$ cat config.mk
export PLATFORM = sky130hd
export DESIGN_NAME = signed_integer_square_root
export DESIGN_NICKNAME = d
export VERILOG_FILES = /design/src/design/ssqrt_pkg.sv /design/src/design/ssqrt_core.sv /design/src/design/signed_integer_square_root.sv
export SDC_FILE = /design/constraint.sdc
export NUM_CORES = 1
export LEC_CHECK = 0
export ABC_AREA = 0
export ABC_CLOCK_PERIOD_IN_PS = 9850
export BUFFER_PORTS_ARGS = -buffer_cell sky130_fd_sc_hd__buf_2
export CORE_ASPECT_RATIO = 0.8
export CORE_MARGIN = 5
export CORE_UTILIZATION = 55
export CTS_BUF_LIST = sky130_fd_sc_hd__clkbuf_4 sky130_fd_sc_hd__clkbuf_8 sky130_fd_sc_hd__clkbuf_16
export DETAILED_ROUTE_END_ITERATION = 8
export GPL_TIMING_DRIVEN = 0
export PLACE_DENSITY = 0.79
export SETUP_SLACK_MARGIN = 0.15
export SLEW_MARGIN = 20
export SYNTH_ARGS = -nofsm -noshare
export SYNTH_HDL_FRONTEND = slang
export SYNTH_HIERARCHICAL = 1
export SYNTH_SLANG_ARGS = --single-unit
$ cat constraint.sdc
create_clock -name clk -period 9.85 [get_ports clk]
set_input_delay 1.4775 -clock clk [delete_from_list [all_inputs] [get_ports clk]]
set_output_delay 1.4775 -clock clk [all_outputs]
set_load 0.005 [all_outputs]
$ cat src/design/ssqrt_pkg.sv
// Package for the signed integer square root block.
// Holds widths, the sequencer state type and the control/status structs.
// No dependencies.
package ssqrt_pkg;

  // Operand width that is used, and the resulting root iteration count
  localparam int unsigned OPERAND_BITS = 64;
  localparam int unsigned ITERS        = (OPERAND_BITS + 1) / 2;
  localparam int unsigned MAG_BITS     = 2 * ITERS;
  localparam int unsigned REM_BITS     = ITERS + 2;
  localparam int unsigned CNT_BITS     = $clog2(ITERS);

  // Port widths
  localparam int unsigned IN_TDATA_BITS  = 64;
  localparam int unsigned ROOT_BITS      = 33;
  localparam int unsigned OUT_TDATA_BITS = ((ROOT_BITS + 7) / 8) * 8;

  // Root sequencer states
  typedef enum logic [1:0] {
    ST_IDLE,
    ST_RUN,
    ST_DONE
  } state_t;

  // Requests from the top level into the root unit
  typedef struct packed {
    logic start;  // load a new operand
    logic ack;    // finished root has been taken
  } core_ctrl_t;

  // Status from the root unit back to the top level
  typedef struct packed {
    logic idle;   // ready for a new operand
    logic done;   // root is valid and waiting
  } core_status_t;

endpackage

$ cat src/design/ssqrt_core.sv
// Iterative root unit: restoring digit-by-digit square root, one root bit a cycle.
// One shared subtract-and-compare serves every step. Depends on ssqrt_pkg.
module ssqrt_core (
  input  logic                                   clk,
  input  logic                                   rst,
  input  ssqrt_pkg::core_ctrl_t                  ctrl,
  input  logic [ssqrt_pkg::IN_TDATA_BITS-1:0]    operand,
  output ssqrt_pkg::core_status_t                status,
  output logic [ssqrt_pkg::ROOT_BITS-1:0]        root
);

  ssqrt_pkg::state_t state, state_next;

  logic [ssqrt_pkg::CNT_BITS-1:0] count;
  logic [ssqrt_pkg::MAG_BITS-1:0] mag;
  logic [ssqrt_pkg::REM_BITS-1:0] rem;
  logic [ssqrt_pkg::ITERS-1:0]    res;
  logic                           neg;

  logic [ssqrt_pkg::OPERAND_BITS-1:0] op_raw;
  logic [ssqrt_pkg::OPERAND_BITS-1:0] op_mag;
  logic [ssqrt_pkg::REM_BITS-1:0]     rem_shift;
  logic [ssqrt_pkg::REM_BITS-1:0]     trial;
  logic [ssqrt_pkg::REM_BITS:0]       diff;
  logic [ssqrt_pkg::ROOT_BITS-1:0]    res_ext;

  // Magnitude of the used operand bits; the most negative value maps to 2^(w-1)
  assign op_raw = operand[ssqrt_pkg::OPERAND_BITS-1:0];
  assign op_mag = op_raw[ssqrt_pkg::OPERAND_BITS-1] ? (~op_raw + 1'b1) : op_raw;

  // Shared step: bring down two bits, try subtracting 4*root+1
  assign rem_shift = {rem[ssqrt_pkg::ITERS-1:0], mag[ssqrt_pkg::MAG_BITS-1 -: 2]};
  assign trial     = {res, 2'b01};
  assign diff      = {1'b0, rem_shift} - {1'b0, trial};

  // Next state and status
  always_comb begin
    state_next  = state;
    status.idle = 1'b0;
    status.done = 1'b0;
    case (state)
      ssqrt_pkg::ST_IDLE: begin
        status.idle = 1'b1;
        if (ctrl.start) begin
          state_next = ssqrt_pkg::ST_RUN;
        end
      end
      ssqrt_pkg::ST_RUN: begin
        if (count == '0) begin
          state_next = ssqrt_pkg::ST_DONE;
        end
      end
      ssqrt_pkg::ST_DONE: begin
        status.done = 1'b1;
        if (ctrl.ack) begin
          state_next = ssqrt_pkg::ST_IDLE;
        end
      end
      default: begin
        state_next = ssqrt_pkg::ST_IDLE;
      end
    endcase
  end

  // State register
  always_ff @(posedge clk) begin
    if (rst) begin
      state <= ssqrt_pkg::ST_IDLE;
    end else begin
      state <= state_next;
    end
  end

  // Datapath: load on start, advance one root bit per cycle while running
  always_ff @(posedge clk) begin
    if (state == ssqrt_pkg::ST_IDLE && ctrl.start) begin
      mag   <= ssqrt_pkg::MAG_BITS'(op_mag);
      neg   <= op_raw[ssqrt_pkg::OPERAND_BITS-1];
      rem   <= '0;
      res   <= '0;
      count <= ssqrt_pkg::CNT_BITS'(ssqrt_pkg::ITERS - 1);
    end else if (state == ssqrt_pkg::ST_RUN) begin
      mag   <= {mag[ssqrt_pkg::MAG_BITS-3:0], 2'b00};
      count <= count - 1'b1;
      if (!diff[ssqrt_pkg::REM_BITS]) begin
        rem <= diff[ssqrt_pkg::REM_BITS-1:0];
        res <= {res[ssqrt_pkg::ITERS-2:0], 1'b1};
      end else begin
        rem <= rem_shift;
        res <= {res[ssqrt_pkg::ITERS-2:0], 1'b0};
      end
    end
  end

  // Apply the operand's sign to the root
  assign res_ext = ssqrt_pkg::ROOT_BITS'(res);
  assign root    = neg ? (~res_ext + 1'b1) : res_ext;

endmodule

$ cat src/design/signed_integer_square_root.sv
// Top level of the signed integer square root block: stream handshake and result register.
// Depends on ssqrt_pkg and ssqrt_core.
//
// Channel  Dir  Payload (tdata, low bit first)          Handshake
// s_*      in   operand[63:0]                            s_tvalid / s_tready
// m_*      out  root[32:0] signed, bits 39:33 zero        m_tvalid / m_tready
//
// An operand taken on the accepting edge is loaded into the root unit; 32 steps of the
// shared subtract-and-compare follow, then the root unit hands the root over to the result
// register. The next operand is taken only after the root unit has handed its root over.
// s_tready is high only while the root unit is idle; a new operand is taken while an
// earlier result still waits in the output register.
// A stalled output holds the finished root inside the root unit until the register frees.
// rst (synchronous, active high) clears the sequencer and the output valid flag.
module signed_integer_square_root (
  input  logic                                  clk,
  input  logic                                  rst,
  input  logic                                  s_tvalid,
  output logic                                  s_tready,
  input  logic [ssqrt_pkg::IN_TDATA_BITS-1:0]   s_tdata,   // operand[63:0]
  output logic                                  m_tvalid,
  input  logic                                  m_tready,
  output logic [ssqrt_pkg::OUT_TDATA_BITS-1:0]  m_tdata    // root[32:0], zero pad above
);

  ssqrt_pkg::core_ctrl_t   ctrl;
  ssqrt_pkg::core_status_t status;
  logic [ssqrt_pkg::ROOT_BITS-1:0] core_root;
  logic [ssqrt_pkg::ROOT_BITS-1:0] root_q;
  logic                            load;

  // Accept a request whenever the root unit is idle
  assign s_tready   = status.idle;
  assign ctrl.start = s_tvalid & s_tready;

  // Move the finished root into the output register when it is free
  assign load     = status.done & (~m_tvalid | m_tready);
  assign ctrl.ack = load;

  ssqrt_core u_core (
    .clk     (clk),
    .rst     (rst),
    .ctrl    (ctrl),
    .operand (s_tdata),
    .status  (status),
    .root    (core_root)
  );

  // Output register
  always_ff @(posedge clk) begin
    if (rst) begin
      m_tvalid <= 1'b0;
    end else if (load) begin
      m_tvalid <= 1'b1;
    end else if (m_tready) begin
      m_tvalid <= 1'b0;
    end
  end

  always_ff @(posedge clk) begin
    if (load) begin
      root_q <= core_root;
    end
  end

  assign m_tdata = ssqrt_pkg::OUT_TDATA_BITS'(root_q);

  // An accepted request makes the unit busy on the next cycle
  a_busy_after_accept: assert property (@(posedge clk) disable iff (rst)
    (s_tvalid && s_tready) |=> !s_tready)
    else $error("root unit still ready after accepting a request");

  // A new result appears only from a finished root
  a_result_from_done: assert property (@(posedge clk) disable iff (rst)
    $rose(m_tvalid) |-> $past(status.done))
    else $error("output valid without a finished root");

  // The root unit never reports idle and done at once
  a_idle_done_excl: assert property (@(posedge clk) disable iff (rst)
    !(status.idle && status.done))
    else $error("root unit idle and done together");

endmodule

Word level (Yosys, flattened, before mapping)
Cells that the tools add are included.

Register bits after elaboration: 170. Latch bits: 0. Bits in writable memories: 0. Bits in read-only memories: 0. Bits of input ports: 68. Output and inout port bits: 42. Logic and storage cells: 44. Memories: 0.

$add $sub $neg: 4. Multiply operators: 0. Div/mod/pow operators: 0. $lt $le $gt $ge: 0. Equal/unequal tests: 5. Shift operators: 0. Muxes and demuxes: 14. Bitwise operators: 6. Reduce and logical (&&, ||, !) cells: 6.

Operators with widths (count): 2-to-1 mux 64 bit (3); adder 64 x 1 -> 64 bit, second input constant (1); 2-to-1 mux 32 bit (2); NOT 64 bit (1); subtractor 34 x 34 -> 35 bit (1); adder 33 x 1 -> 33 bit, second input constant (1); NOT 32 -> 33 bit (1); 2-to-1 mux 2 bit (3); one-hot mux 2 bit (3 select lines) (1); zero test 5 bit (1); 2-to-1 mux 1 bit (5); subtractor 5 x 1 -> 5 bit, second input constant (1); inequality test 2 x 1 -> 1 bit, second input constant (2); nonzero test 2 bit (2); AND reduction 3 bit (1); AND 1 bit (2); equality test 2 x 1 -> 1 bit, second input constant (1); equality test 2 bit, second input constant (1); zero test 2 bit (1); inequality test 2 bit, second input constant (1); logical AND 1 bit (1); NOT 1 bit (1); OR 1 bit (1).

Depth between registers and ports, before layout
Gate-level depths: netlist of the first run.

Word-level depth: 5. Gate-level depth with buffers: 14.

Hierarchy
Netlist of the first run, hierarchy kept.

Modules (own cells, without submodules): ssqrt_core (instances 1, cells an instance 1056, area an instance 9062.4 µm², seq. area each 3373.2 µm²); signed_integer_square_root (instances 1, cells an instance 47, area an instance 1108.6 µm², seq. area each 1011.0 µm²).

Worst setup path before layout of the first run
No wires, ideal clock.

Path type: input port to flip-flop. Start point: input port s_tdata[12] (netlist bit). End point: register u_core/mag[59] (netlist bit), data pin. Library setup time: 0.264 ns. Arrival: 3.939 ns. Data required time: 9.586 ns. Setup slack: 5.647 ns. Stages on the path: 9. Path buffers: 0. Path through: or4_1 nand4bb_4 or3_4 or2_4 or3_4 or2_4 o41ai_4 xor2_1 o21ai_1.

Longest elaborated chain between the ends: 4.

Ends and longest elaborated chain: start: declaration (line signed_integer_square_root.sv:20) `input logic [ssqrt_pkg::IN_TDATA_BITS-1:0] s_tdata,`; NOT 64 bit (line ssqrt_core.sv:29) `assign op_mag = op_raw[ssqrt_pkg::OPERAND_BITS-1] ? (~op_raw + 1'b1) : op_raw;`; adder 64 x 1 -> 64 bit (line ssqrt_core.sv:29); 2-to-1 mux 64 bit (line ssqrt_core.sv:29); 2-to-1 mux 64 bit (line ssqrt_core.sv:76) `if (state == ssqrt_pkg::ST_IDLE && ctrl.start) begin`; end signal: assignment (line ssqrt_core.sv:77) `mag <= ssqrt_pkg::MAG_BITS'(op_mag);`; end signal: assignment (line ssqrt_core.sv:83) `mag <= {mag[ssqrt_pkg::MAG_BITS-3:0], 2'b00};`; end: declaration (line ssqrt_core.sv:15) `logic [ssqrt_pkg::MAG_BITS-1:0] mag;`.

No other way between the ends. A chain may end at the register's enable or synchronous reset.

Final worst setup path of the first run
Start point: input port s_tdata[24] (netlist bit). End point: register u_core/mag[59] (netlist bit), data pin.

The elaborated chain is that of the path after synthesis.

==> results of run 1 <==
through the flow:
step                      utilization (%)  setup slack (ns)  cells  hold WS, ns  total power, uW
final                                63.8              5.58   1474        0.489             3420
after global routing                 63.8              5.37   1474        0.513             3670
after detailed placement             60.6              5.17   1442        0.478             2740
after floorplan                         -              5.65   1109        0.445             2380
after global placement               60.5              4.70   1441        0.471             2700
after CTS                            63.8              5.65   1474        0.491             3400
sequential cells by signal, summed over array words and instances (netlist names):
name          cells
u_core/neg        1
u_core/rem       32
u_core/count      5
u_core/mag       64
u_core/res       32
u_core/state      2
root_q           33
m_tvalid          1
logic make-up after synthesis:
logic type | count (synthesis) | share of synthesized area [%]
AO/OA/AOI/OAI | 298 | 17.6
XOR/XNOR | 122 | 10.5
adder cells (fa/ha/maj) | 36 | 4.43
buffers and inverters | 119 | 4.79
flip-flops | 170 | 43.1
multiplexers | 28 | 2.76
other | 1 | 0.0369
AND/OR/NAND/NOR | 329 | 16.8
cell usage after synthesis, types with 28 or more instances:
cell type    n
a21oi_1     41
clkbuf_1    48
dfxtp_1     72
edfxtp_1    98
ha_1        36
inv_1       56
mux2i_1     28
nand2_1    141
nand3_1     49
nor2_1      30
o21ai_0    155
xnor2_1     63
xor2_1      59
critical path: stages:
cell and delay, ns:
buf_2 0.12, nor4_1 0.67, nand4_1 0.27, or3_4 0.46, or2_4 0.28, or3_4 0.37, or2_4 0.27, o41ai_4 0.22
xor2_1 0.21, o21ai_1 0.08
how the worst min path moves through the flow:
| stage | start | endpoint | slack, ns | depth (start not counted) |
|---|---|---|---|---|
| 2_1_floorplan | u_core/rem[31] | u_core/rem[31] | 0.44 | 2 |
| 3_3_place_gp | u_core/rem[16] | u_core/rem[16] | 0.47 | 2 |
| 3_5_place_dp | u_core/rem[21] | u_core/rem[21] | 0.48 | 2 |
| 4_1_cts | u_core/rem[21] | u_core/rem[21] | 0.49 | 2 |
| 5_1_grt | u_core/rem[5] | u_core/rem[5] | 0.51 | 2 |
| 6_report | u_core/rem[7] | u_core/rem[7] | 0.49 | 2 |
layout make-up:
type	count	area, um^2	share of cell area (%)
Multi-Input combinational cell	820	5320	45.9
Sequential cell	170	4380	37.8
Timing Repair Buffer	103	531	4.58
Clock buffer	19	447	3.85
Tap cell	230	288	2.48
Buffer	63	277	2.39
Inverter	56	213	1.84
Clock inverter	13	126	1.09
power by group through the flow:
| stage | registers (uW) | logic, uW | clock network, uW |
|---|---|---|---|
| floorplan | 982 | 1400 | 0 |
| global placement | 1010 | 1700 | 0 |
| detailed placement | 1010 | 1730 | 0 |
| CTS | 996 | 1750 | 657 |
| global route | 1010 | 1970 | 690 |
| finish | 999 | 1770 | 647 |
layout by cell type, fill, tap and decap left out, drive strengths merged, types with 6 or more instances in the layout:
cell,instances
nand3,50
o31ai,21
edfxtp,98
o21ai,169
dfxtp,72
xnor2,63
o41ai,14
clkbuf,67
xor2,59
nand4,8
nand2,141
or4,13
nand2b,13
a21oi,42
or3,20
inv,65
mux2i,28
nor3,13
o211ai,6
ha,36
nor2b,9
or2,9
nor2,30
a21o,9
nor4,7
buf,118
conb,7
routing by layer:
metal | share of wire [%] | up-vias | track usage (%)
met5 | 0 | - | 0
met4 | 0.92 | 0 | 4.84
met3 | 8.7 | 20 | 4.73
met2 | 44 | 379 | 35.4
met1 | 46 | 4093 | 35.1
li1 | - | 4220 | -
==> summary.md, run 1 <==
| Metric | Value |
|---|---|
| Outcome | finished clean |
| Layout Skew | 0.00896 ns |
| Sequential Power Share | between 20% and 30% |
| Maximum root-to-sink buffer count | 2 |
| Global-route wire length before repair | 40900 um |
| Critical path capture point type | flop |
| Peak supply drop | between 0.15 and 0.2 mV |
| Worst Path Max Fanout | 5 |
| Reg2reg path depth | 14 |
| Area leader, netlist | edfxtp_1 |
| Max_cap viols | 0 |
| Pint | 2030 uW |
| Cell area power density | 295 nW/um^2 |
| Worst Max-Slew Pin Slew | 0.929 ns |
| WP data required | 10.02 ns |
| Final HPWL DP | about 19000 um |
| Tcrit/Tclk final | 43.3% |
| Buffers on Ports | about 100 |
| Largest net degree at the start of global routing | 40 |
| Top-area cell type share of the netlist area | 28.9% |
| Fin nets | 1335 |
| Rows | between 40 and 50 |
| H-tree levels | 4 |
| Count of cell types in the netlist | 70 |
| Diodes inserted | 0 |
| Syn Std Cell Area | 10200 um^2 |
| Setup Crit Path Kind | in -> reg |
| Routed vias | roughly 8700 |
| Final RePlAce weighted congestion | 0.931 |
| Die Y | ~130 um |
| DR WL/cell | 17.0 um |
| Placed inst area | 11000 um^2 |
| Drt total wl | roughly 25000 um |
| Clock Latency Late Sink | 0.43 ns |
| Clk sinks | 170 |
| Overall Global Routing Usage | 23.4% |
| Share of layout cells above drive strength 1 | about 14% |
| Fmax achieved | around 0.23 GHz |
| EDFF count, synth | just under 100 |
| CP endpoint | u_core/mag[59] |
| Slew margin rel. | 37.8% |
| I/O pins | 110 |
| Mean area per synthesized cell | 9.22 um^2 |
| Critical Path Source | s_tdata[24] |
| First-pass DRT Iterations | 6 |
| Worst min path class | reg -> reg |
| R2r startpoint | u_core/res[8] |
| Vias in the first global route | around 8100 |
| Setup total negative slack | 0 ns |
| Hold buffers post-CTS | 0 |
| DR vias/cell | 5.91 |
| Worst setup SP type | input pin |
| Tmin final | 4.27 ns |
| Ranking of synthesized cells by area | edfxtp_1 (29%), dfxtp_1 (14%), o21ai_0 (7.6%), xnor2_1 (5.4%), nand2_1 (5.2%) |
| Core box area | 18200 um^2 |
| Horiz. Die Dim | 162 um |
| Static Leak | 0.00459 uW |
| Total of warnings raised by yosys | 6 |
| CTS tree | done |
| Initial core utilization | a little under three fifths |
| Layout Area Growth over Synthesis | 13.9% |
| Clock network fraction of total power | a little under a fifth |
| CTS resizes | 0 |
| Initial antenna violation count | 0 |
| Worst r2r dst | u_core/rem[15] |
| Starting DRT DRC Count | just under 800 |
| Synthesized flop and latch total | 170 |
| Post-Syn Instances | 1103 |
| Switching share of power | 40.5% |
| Synth async-reset ratio | 0% |
| Routed Antenna Nets | 0 |
| Filler cells | 1518 |
| Slew Limit Fails | 0 |
| Area of the die | around 21000 um^2 |
| Worst Path Arrival | ~4.4 ns |
| Comb power frac | 51.8% |
| Final setup violation count | 0 |
| DR DRC count | 0 |
| Sequential cell area fraction in the yosys report | 43.1% |
| Post-route cell area | between 10000 and 15000 um^2 |
| Reg2Reg Setup Slack | 5.80 ns |
| Unrepaired setup endpoints after global routing | false |
| Clk slew on worst S/H paths | ~0.070 ns |
| Setup repair bufs after CTS | 0 |
| Main flop type after synthesis | edfxtp_1 |
| Final hold vios | 0 |
| CTS root buf | clkbuf_16 |
| Switching pwr | 1380 uW |
| Total gr overflow | 0 |
| TritonCTS Buffers | 17 |
Note: power is estimated with default switching activity, not from simulation.
==> run 2: changes to the inputs <==
--- a/config.mk
+++ b/config.mk
@@ -5,8 +5,8 @@
 export SDC_FILE = /design/constraint.sdc
 export NUM_CORES = 1
 export LEC_CHECK = 0
-export ABC_AREA = 0
-export ABC_CLOCK_PERIOD_IN_PS = 9850
+export ABC_AREA = 1
+export ABC_CLOCK_PERIOD_IN_PS = 3600
 export BUFFER_PORTS_ARGS = -buffer_cell sky130_fd_sc_hd__buf_2
 export CORE_ASPECT_RATIO = 0.8
 export CORE_MARGIN = 5
@@ -14,7 +14,7 @@
 export CTS_BUF_LIST = sky130_fd_sc_hd__clkbuf_4 sky130_fd_sc_hd__clkbuf_8 sky130_fd_sc_hd__clkbuf_16
 export DETAILED_ROUTE_END_ITERATION = 8
 export GPL_TIMING_DRIVEN = 0
-export PLACE_DENSITY = 0.79
+export PLACE_DENSITY = 0.82
 export SETUP_SLACK_MARGIN = 0.15
 export SLEW_MARGIN = 20
 export SYNTH_ARGS = -nofsm -noshare
==> constraint.sdc (replaced) <==
create_clock -name clk -period 3.6 [get_ports clk]
set_input_delay 0.54 -clock clk [delete_from_list [all_inputs] [get_ports clk]]
set_output_delay 0.54 -clock clk [all_outputs]
set_load 0.005 [all_outputs]
==> run 2 against run 1 <==
Effect of this change:
- count of clock-buffer cells in the layout unchanged
- core utilization decreased by 1.7 points
- die area increased by 19%
- total power increased to 3.0 times the previous value
- combinational power increased to 3.3 times the previous value
- routed wire length increased by 69%
- register-to-register slack got worse by 5.1 ns
- setup slack got worse by 4.9 ns
- sequential cell count unchanged
- non-clock buffer count decreased by 8
- synthesized area increased by 21%
- clock power increased to 2.7 times the previous value
- critical path type is now reg -> reg
==> summary.md, run 2 <==
| Metric | Value |
|---|---|
| Main flop type after synthesis | edfxtp_1 |
| Commonest non-fill, non-tap cells in the layout | nand2_1 (673), inv_1 (247), nor2_1 (177) |
| Overall Global Routing Usage | 33.2% (+9.8 points) |
| Worst Path Arrival | 3.07 ns (-1.37 ns) |
| Layout Skew | 0.0197 ns (+0.0107 ns) |
| Post-Syn Instances | 1845 (+67%) |
| Area leader, netlist | edfxtp_1 |
| Critical path capture point type | flop |
| Clk slew on worst S/H paths | 0.07 ns (about the same) |
| Switching share of power | 48.3% (+7.8 points) |
| Final hold vios | 0 (unchanged) |
| DP Worst Slack | 0.664 ns (-4.51 ns) |
| Total gr overflow | 0 (unchanged) |
| Worst hold stages | 2 (unchanged) |
| TritonCTS Buffers | 17 (unchanged) |
| Tmin final | 2.88 ns |
| Largest register FFs | 64 (unchanged) |
| DR vias/cell | 5.54 (-6.3%) |
| Reg2Reg Setup Slack | 0.72 ns (-5.08 ns) |
| Fmax achieved | 0.347 GHz |
| Post-synth top cells | nand2_1 (673), inv_1 (247), nor2_1 (177) |
| Area of the die | 25500 um^2 (+19%) |
| Worst Max-Slew Pin Slew | 0.933 ns (+0.00360 ns) |
| Most frequent cell after synthesis | nand2_1 |
| Horiz. Die Dim | 177 um (+9.4%) |
| Peak supply drop | 0.477 mV (+180%) |
| Sequential cell area fraction in the yosys report | 35.6% (-7.5 points) |
| Total of warnings raised by yosys | 6 (unchanged) |
| Largest registers | u_core/mag (64), root_q (33) |
| H-tree levels | 4 (unchanged) |
| Static Leak | 0.00694 uW (+51%) |
| Global-route wire length before repair | 64000 um (+57%) |
| Die Y | 144 um (+9.2%) |
| Final RePlAce weighted congestion | 1.05 (+12%) |
| Switching pwr | 4970 uW (+260%) |
| Setup Crit Path Kind | reg -> reg |
| Vias in the first global route | 11161 (+38%) |
| Routed Antenna Nets | 0 (unchanged) |
| EDFF count, synth | 98 (unchanged) |
| Maximum root-to-sink buffer count | 2 (unchanged) |
| Setup ws final | 0.719 ns (-4.86 ns) |
| Rows | 49 (+11%) |
| Unrepaired setup endpoints after global routing | false |
| CTS tree | done |
| Cell area power density | 744 nW/um^2 (+150%) |
| Clock Latency Late Sink | 0.45 ns (+0.02 ns) |
| Layout Area Growth over Synthesis | 12.3% |
| Largest net degree at the start of global routing | 39 (-2.5%) |
| I/O pins | 110 (unchanged) |
| Tcrit/Tclk final | 80.0% |
| Slew Limit Fails | 0 (unchanged) |
| Synthesized flop and latch total | 170 (unchanged) |
| Starting DRT DRC Count | 1772 (+130%) |
| Outcome | finished clean |
| Worst Path Max Fanout | 38 (+33) |
| CTS root buf | clkbuf_16 |
| Syn Std Cell Area | 12300 um^2 (+21%) |
| Buffers on Ports | 102 (unchanged) |
| Sequential Power Share | 25.6% (-3.6 points) |
| Comb power frac | 57.5% (+5.7 points) |
| Most common cell after layout, fill and taps aside | nand2_1 |
| First-pass DRT Iterations | 5 (-1) |
| Slew margin rel. | 37.6% (-0.24 points) |
| Initial core utilization | 55.3% (-0.68 points) |
| Synth async-reset ratio | 0% (unchanged) |
| Reg2reg path depth | 10 (-4) |
| Ranking of synthesized cells by area | edfxtp_1 (24%), nand2_1 (21%), dfxtp_1 (12%), inv_1 (7.5%), nand3_1 (5.4%) |
| Worst setup SP type | flop |
| Clk sinks | 170 (unchanged) |
| Placed inst area | 13300 um^2 (+21%) |
| Worst min path class | in -> reg |
| DR WL/cell | 18.4 um (+8.7%) |
| Fin nets | 2078 (+56%) |
| Core box area | 22300 um^2 (+23%) |
| Post-route cell area | 13800 um^2 (+19%) |
| Pint | 5310 uW (+160%) |
| Final setup violation count | 0 (unchanged) |
| Largest Register | u_core/mag |
| WP data required | 3.79 ns (-6.23 ns) |
| Max_cap viols | 0 (unchanged) |
| Initial antenna violation count | 0 (unchanged) |
| Diodes inserted | 0 (unchanged) |
| Setup repair bufs after CTS | 0 (unchanged) |
| Clock network fraction of total power | 16.9% (-2.0 points) |
| Top-area cell type share of the netlist area | 23.9% (-5.0 points) |
| Share of layout cells above drive strength 1 | 10.7% (-3.7 points) |
| DR DRC count | 0 (unchanged) |
| CTS resizes | 0 (unchanged) |
| Final HPWL DP | 34100 um (+81%) |
| Drt total wl | 42300 um (+69%) |
| Count of cell types in the netlist | 47 (-33%) |
| Mean area per synthesized cell | 6.67 um^2 (-28%) |
| Routed vias | 12695 (+46%) |
| Hold buffers post-CTS | 0 (unchanged) |
run 2: cell types whose count changed after synthesis, moves of 24 or more:
cell / before / now
inv_1: 56 / 247
mux2i_1: 28 / 0
nand2_1: 141 / 673
nand3_1: 49 / 134
nand3b_1: 1 / 25
nand4_1: 8 / 38
nor2_1: 30 / 177
o21ai_0: 155 / 56
o22ai_1: 0 / 31
xnor2_1: 63 / 16
run 2: area by class of cell:
type	instances	area (um^2)
buffer	54	299
clock buffer	19	447
clock inverter	13	92.6
fill	2113	8430
inverter	256	961
multi-input combinational	1371	6700
sequential	170	4380
tap	306	383
timing repair buffer	104	558
run 2: final timing paths:
kind,endpoint,from
worst min-delay path,m_tvalid,rst
worst min register to register,u_core/rem[30],u_core/rem[30]
worst max-delay path,u_core/mag[17],u_core/state[0]
worst max register to register,u_core/mag[17],u_core/state[0]
run 2: worst max-delay path, cell delays in order (launching register included):
cell      delay (ns)
dfxtp_1         0.36
nor2_1          0.07
buf_4           0.13
nand2_1         0.05
inv_1           0.03
nand2_1         0.19
inv_2           0.13
nor2_1          0.73
inv_2           0.15
clkbuf_4        0.43
buf_12          0.32
run 2: power by group through the flow:
stage | Sequential (uW) | Clock [uW] | Combinational, uW
finish | 2630 | 1740 | 5910
global route | 2660 | 1850 | 6520
CTS | 2620 | 1760 | 5740
detailed placement | 2660 | 0 | 5710
global placement | 2670 | 0 | 5600
floorplan | 2620 | 0 | 4250
run 2: layer usage:
metal | part of all wire (%) | GRT usage (%)
met5 | 0 | 0
met4 | 0.86 | 6.92
met3 | 14 | 11.2
met2 | 37 | 41.9
met1 | 48 | 53.5
run 2: through the flow:
step	hold slack [ns]	utilization (%)	instances	TNS, ns	total power [uW]
global route	0.286	62.1	2293	0	11000
global placement	0.445	59.4	2259	-91.03	8270
floorplan	0.432	-	1851	0	6870
finish	0.282	62.1	2293	0	10300
detailed placement	0.453	59.7	2261	0	8370
CTS	0.277	62.1	2293	0	10100
run 2: cells by family (layout without fill, tap and decap cells):
logic type | after synthesis | count (layout) | share of synthesized area, %
and+or+nand+nor | 1119 | 1119 | 39.1
other | 1 | 7 | 0.0305
DFF | 170 | 170 | 35.6
AOI/OAI and AO/OA | 142 | 142 | 6.60
adders and majority gates | 36 | 36 | 3.66
buffers and inverters | 310 | 446 | 10.2
xor gates and xnor gates | 67 | 67 | 4.77
==> run 3: changes to the inputs <==
--- a/config.mk
+++ b/config.mk
@@ -5,16 +5,16 @@
 export SDC_FILE = /design/constraint.sdc
 export NUM_CORES = 1
 export LEC_CHECK = 0
-export ABC_AREA = 1
-export ABC_CLOCK_PERIOD_IN_PS = 3600
+export ABC_AREA = 0
+export ABC_CLOCK_PERIOD_IN_PS = 2640
 export BUFFER_PORTS_ARGS = -buffer_cell sky130_fd_sc_hd__buf_2
 export CORE_ASPECT_RATIO = 0.8
 export CORE_MARGIN = 5
-export CORE_UTILIZATION = 55
+export CORE_UTILIZATION = 54
 export CTS_BUF_LIST = sky130_fd_sc_hd__clkbuf_4 sky130_fd_sc_hd__clkbuf_8 sky130_fd_sc_hd__clkbuf_16
 export DETAILED_ROUTE_END_ITERATION = 8
 export GPL_TIMING_DRIVEN = 0
-export PLACE_DENSITY = 0.82
+export PLACE_DENSITY = 0.81
 export SETUP_SLACK_MARGIN = 0.15
 export SLEW_MARGIN = 20
 export SYNTH_ARGS = -nofsm -noshare
==> constraint.sdc (replaced) <==
create_clock -name clk -period 2.64 [get_ports clk]
set_input_delay 0.396 -clock clk [delete_from_list [all_inputs] [get_ports clk]]
set_output_delay 0.396 -clock clk [all_outputs]
set_load 0.005 [all_outputs]
==> run 3 against run 2 <==
Effect of this change:
- the run now ends with negative setup slack left
- die area fell by 15%
- total power increased by 61%
- critical path depth grew 6
- critical path type unchanged
- critical endpoint is now u_core/rem[20]
- highest routed layer unchanged
==> summary.md, run 3 (same netlist as run 1, synthesis figures left out) <==
| Metric | Value |
|---|---|
| Outcome | finished with violations |
| Failing checks | negative setup slack |
| Unrepaired setup endpoints after global routing | true |
| Worst Path Max Fanout | 6 (-84%) |
| Initial core utilization | 55.5% (+0.18 points) |
| Drt total wl | 30000 um (-29%) |
| Routed vias | 9532 (-25%) |
| Worst setup SP type | flop |
| Switching share of power | 40.4% (-8.0 points) |
| Worst min path class | in -> reg |
| WP data required | 3.00 ns (-0.79 ns) |
| Sequential Power Share | 22.8% (-2.8 points) |
| Hold buffers post-CTS | 0 (unchanged) |
| Layout Skew | 0.00912 ns (-0.0105 ns) |
| Rows | 44 (-10%) |
| Post-route cell area | 13400 um^2 (-3.2%) |
| Worst Path Arrival | 3.57 ns (+0.50 ns) |
| CP most frequent cell | buf_6 |
| Die Y | 133 um (-7.7%) |
| R2r startpoint | u_core/res[3] |
| Worst Max-Slew Pin Slew | 0.957 ns (+0.0248 ns) |
| Fin nets | 1422 (-32%) |
| Crit-path cells | buf_6 -> buf_6 -> inv_4 -> ha_4 -> a21o_1 -> a211o_1 -> o211ai_1 -> buf_4 -> a31oi_4 -> o2111ai_2 -> a311oi_2 -> or2_1 -> buf_8 -> buf_12 -> mux2i_4 -> o21ai_1 |
| Fmax achieved | 0.311 GHz (-10%) |
| Grt met1 use | 38.2% (-15 points) |
| Final hold slack | 0.157 ns (-0.126 ns) |
| Share of layout cells above drive strength 1 | 29.4% (+19 points) |
| Switching pwr | 6700 uW (+35%) |
| Final RePlAce weighted congestion | 0.945 (-9.6%) |
| Critical Path Source | u_core/res[3] |
| Most common cell after layout, fill and taps aside | nand2_1 |
| GRT Max-Usage Layer | met2 |
| Total gr overflow | 0 (unchanged) |
| Area of the die | 21700 um^2 (-15%) |
| Largest net degree at the start of global routing | 35 (-10%) |
| Largest Register | u_core/mag |
| Commonest non-fill, non-tap cells in the layout | nand2_1 (136), o21ai_0 (117), edfxtp_1 (98) |
| CTS tree | done |
| Filler cells | 1262 (-40%) |
| Total power | 16600 uW (+61%) |
| DR WL/cell | 18.9 um (+2.5%) |
| TritonCTS Buffers | 17 (unchanged) |
| Final hold vios | 0 (unchanged) |
| Final setup violation count | 49 (+49) |
| Global-route wire length before repair | 46700 um (-27%) |
| Multi-input logic area | 6040 um^2 (-9.9%) |
| Tcrit/Tclk final | 122% (+42 points) |
| Final core utilization | 73.0% (+11 points) |
| Overall Global Routing Usage | 26.6% (-6.6 points) |
| First-pass DRT Iterations | 5 (unchanged) |
| Tmin final | 3.22 ns (+0.334 ns) |
| Clock Latency Late Sink | 0.43 ns (-0.02 ns) |
| Diodes inserted | 0 (unchanged) |
| Static Leak | 0.00533 uW (-23%) |
| Buffers on Ports | 102 (unchanged) |
| Final HPWL DP | 19300 um (-43%) |
| DR vias/cell | 6.02 (+8.7%) |
| H-tree levels | 4 (unchanged) |
| Setup Crit Path Kind | reg -> reg |
| Horiz. Die Dim | 163 um (-7.8%) |
| Slowest cell delay on critical path | 0.36 ns (-0.37 ns) |
| Pint | 9900 uW (+86%) |
| Critical path capture point type | flop |
| DR DRC count | 0 (unchanged) |
| Clk sinks | 170 (unchanged) |
| Maximum root-to-sink buffer count | 2 (unchanged) |
| Setup ws final | -0.576 ns (-1.29 ns) |
| Layout Area Growth over Synthesis | 31.6% |
| Largest register FFs | 64 (unchanged) |
| Core box area | 18300 um^2 (-18%) |
| Vias in the first global route | 9022 (-19%) |
| Clock network fraction of total power | 15.4% (-1.5 points) |
| Initial antenna violation count | 0 (unchanged) |
| Starting DRT DRC Count | 857 (-52%) |
| Peak supply drop | 0.813 mV (+70%) |
| Register Area | 4420 um^2 (+0.71%) |
| Routed Antenna Nets | 0 (unchanged) |
| Slew margin rel. | 36.2% (-1.4 points) |
| Largest registers | u_core/mag (64), root_q (33) |
| Hold path start | rst |
| Cell area power density | 1240 nW/um^2 (+67%) |
| Clk slew on worst S/H paths | 0.07 ns (about the same) |
| Placed inst area | 11500 um^2 (-13%) |
| Setup total negative slack | -21.43 ns (-21.43 ns) |
| Global-route track usage on met3 | 5.38% (-5.9 points) |
| Slew Limit Fails | 0 (unchanged) |
| Comb power frac | 61.8% (+4.3 points) |
| CP max-delay cell | dfxtp_4 |
| CTS root buf | clkbuf_16 |
| Global routing usage on met2 | 40.9% (-1.1 points) |
| I/O pins | 110 (unchanged) |
| Max_cap viols | 0 (unchanged) |
[run 3: cell count changes in the layout (fill, tap and decap cells not counted), moves of 24 or more]
cell | previous run | this run
inv_1 | 247 | 47
nand2_1 | 673 | 136
o22ai_1 | 31 | 0
xnor2_1 | 16 | 59
buf_6 | 4 | 29
nand4_1 | 38 | 8
nand3_1 | 134 | 44
buf_4 | 11 | 71
nand3b_1 | 25 | 1
nor2_1 | 177 | 28
o21ai_0 | 56 | 117
o21ai_1 | 3 | 36
[run 3: timing repair]
action | CTS | global route
endpoints found under the setup margin | 150 | 144
gates cloned | 3 | 0
hold endpoints to repair | 0 | 0
gates resized for setup | 85 | 64
pin swaps | 33 | 25
buffers inserted | 68 | 15
[run 3: final cells by class]
cell class                      instances  area share, %
Buffer                                 63           2.86
Timing Repair inverter                  1         0.0561
Inverter                               56           1.65
Clock buffer                           17           3.18
Timing Repair Buffer                  189           10.5
Clock inverter                         15           1.29
Multi-Input combinational cell        820           45.1
Tap cell                              253           2.37
Sequential cell                       170           33.0
[run 3: per-layer routing]
layer,wire (um),vias up
met5,0,-
met4,765,0
met3,2610,90
met2,13500,503
met1,13100,4543
li1,-,4396
[run 3: critical path, delay by kind of cell (launching register included)]
kind            cells  cell delay (ns)
compound gates      7             1.38
buf+inv             6             0.77
flops               1             0.36
simple gates        1             0.26
fa+ha+maj           1             0.19
mux                 1             0.18
[run 3: final timing paths]
kind	cells past startpoint	endpoint	slack, ns
max	16	u_core/rem[20]	-0.58
min	2	m_tvalid	0.16
max reg2reg	16	u_core/rem[20]	-0.58
min reg2reg	2	u_core/rem[16]	0.49
[run 3: through the flow]
step,cells,worst slack (ns)
after floorplan,1109,-0.471
after global placement,1464,-1.14
after CTS,1569,-0.446
after detailed placement,1466,-0.810
after global routing,1584,-0.653
final,1584,-0.576
[run 3: power by group through the flow]
stage / combinational [uW] / clock [uW] / sequential, uW
6_report: 10300 / 2560 / 3780
5_1_grt: 10900 / 2700 / 3820
4_1_cts: 9250 / 2570 / 3760
3_5_place_dp: 7280 / 0 / 3800
3_3_place_gp: 7090 / 0 / 3790
2_1_floorplan: 5870 / 0 / 3700
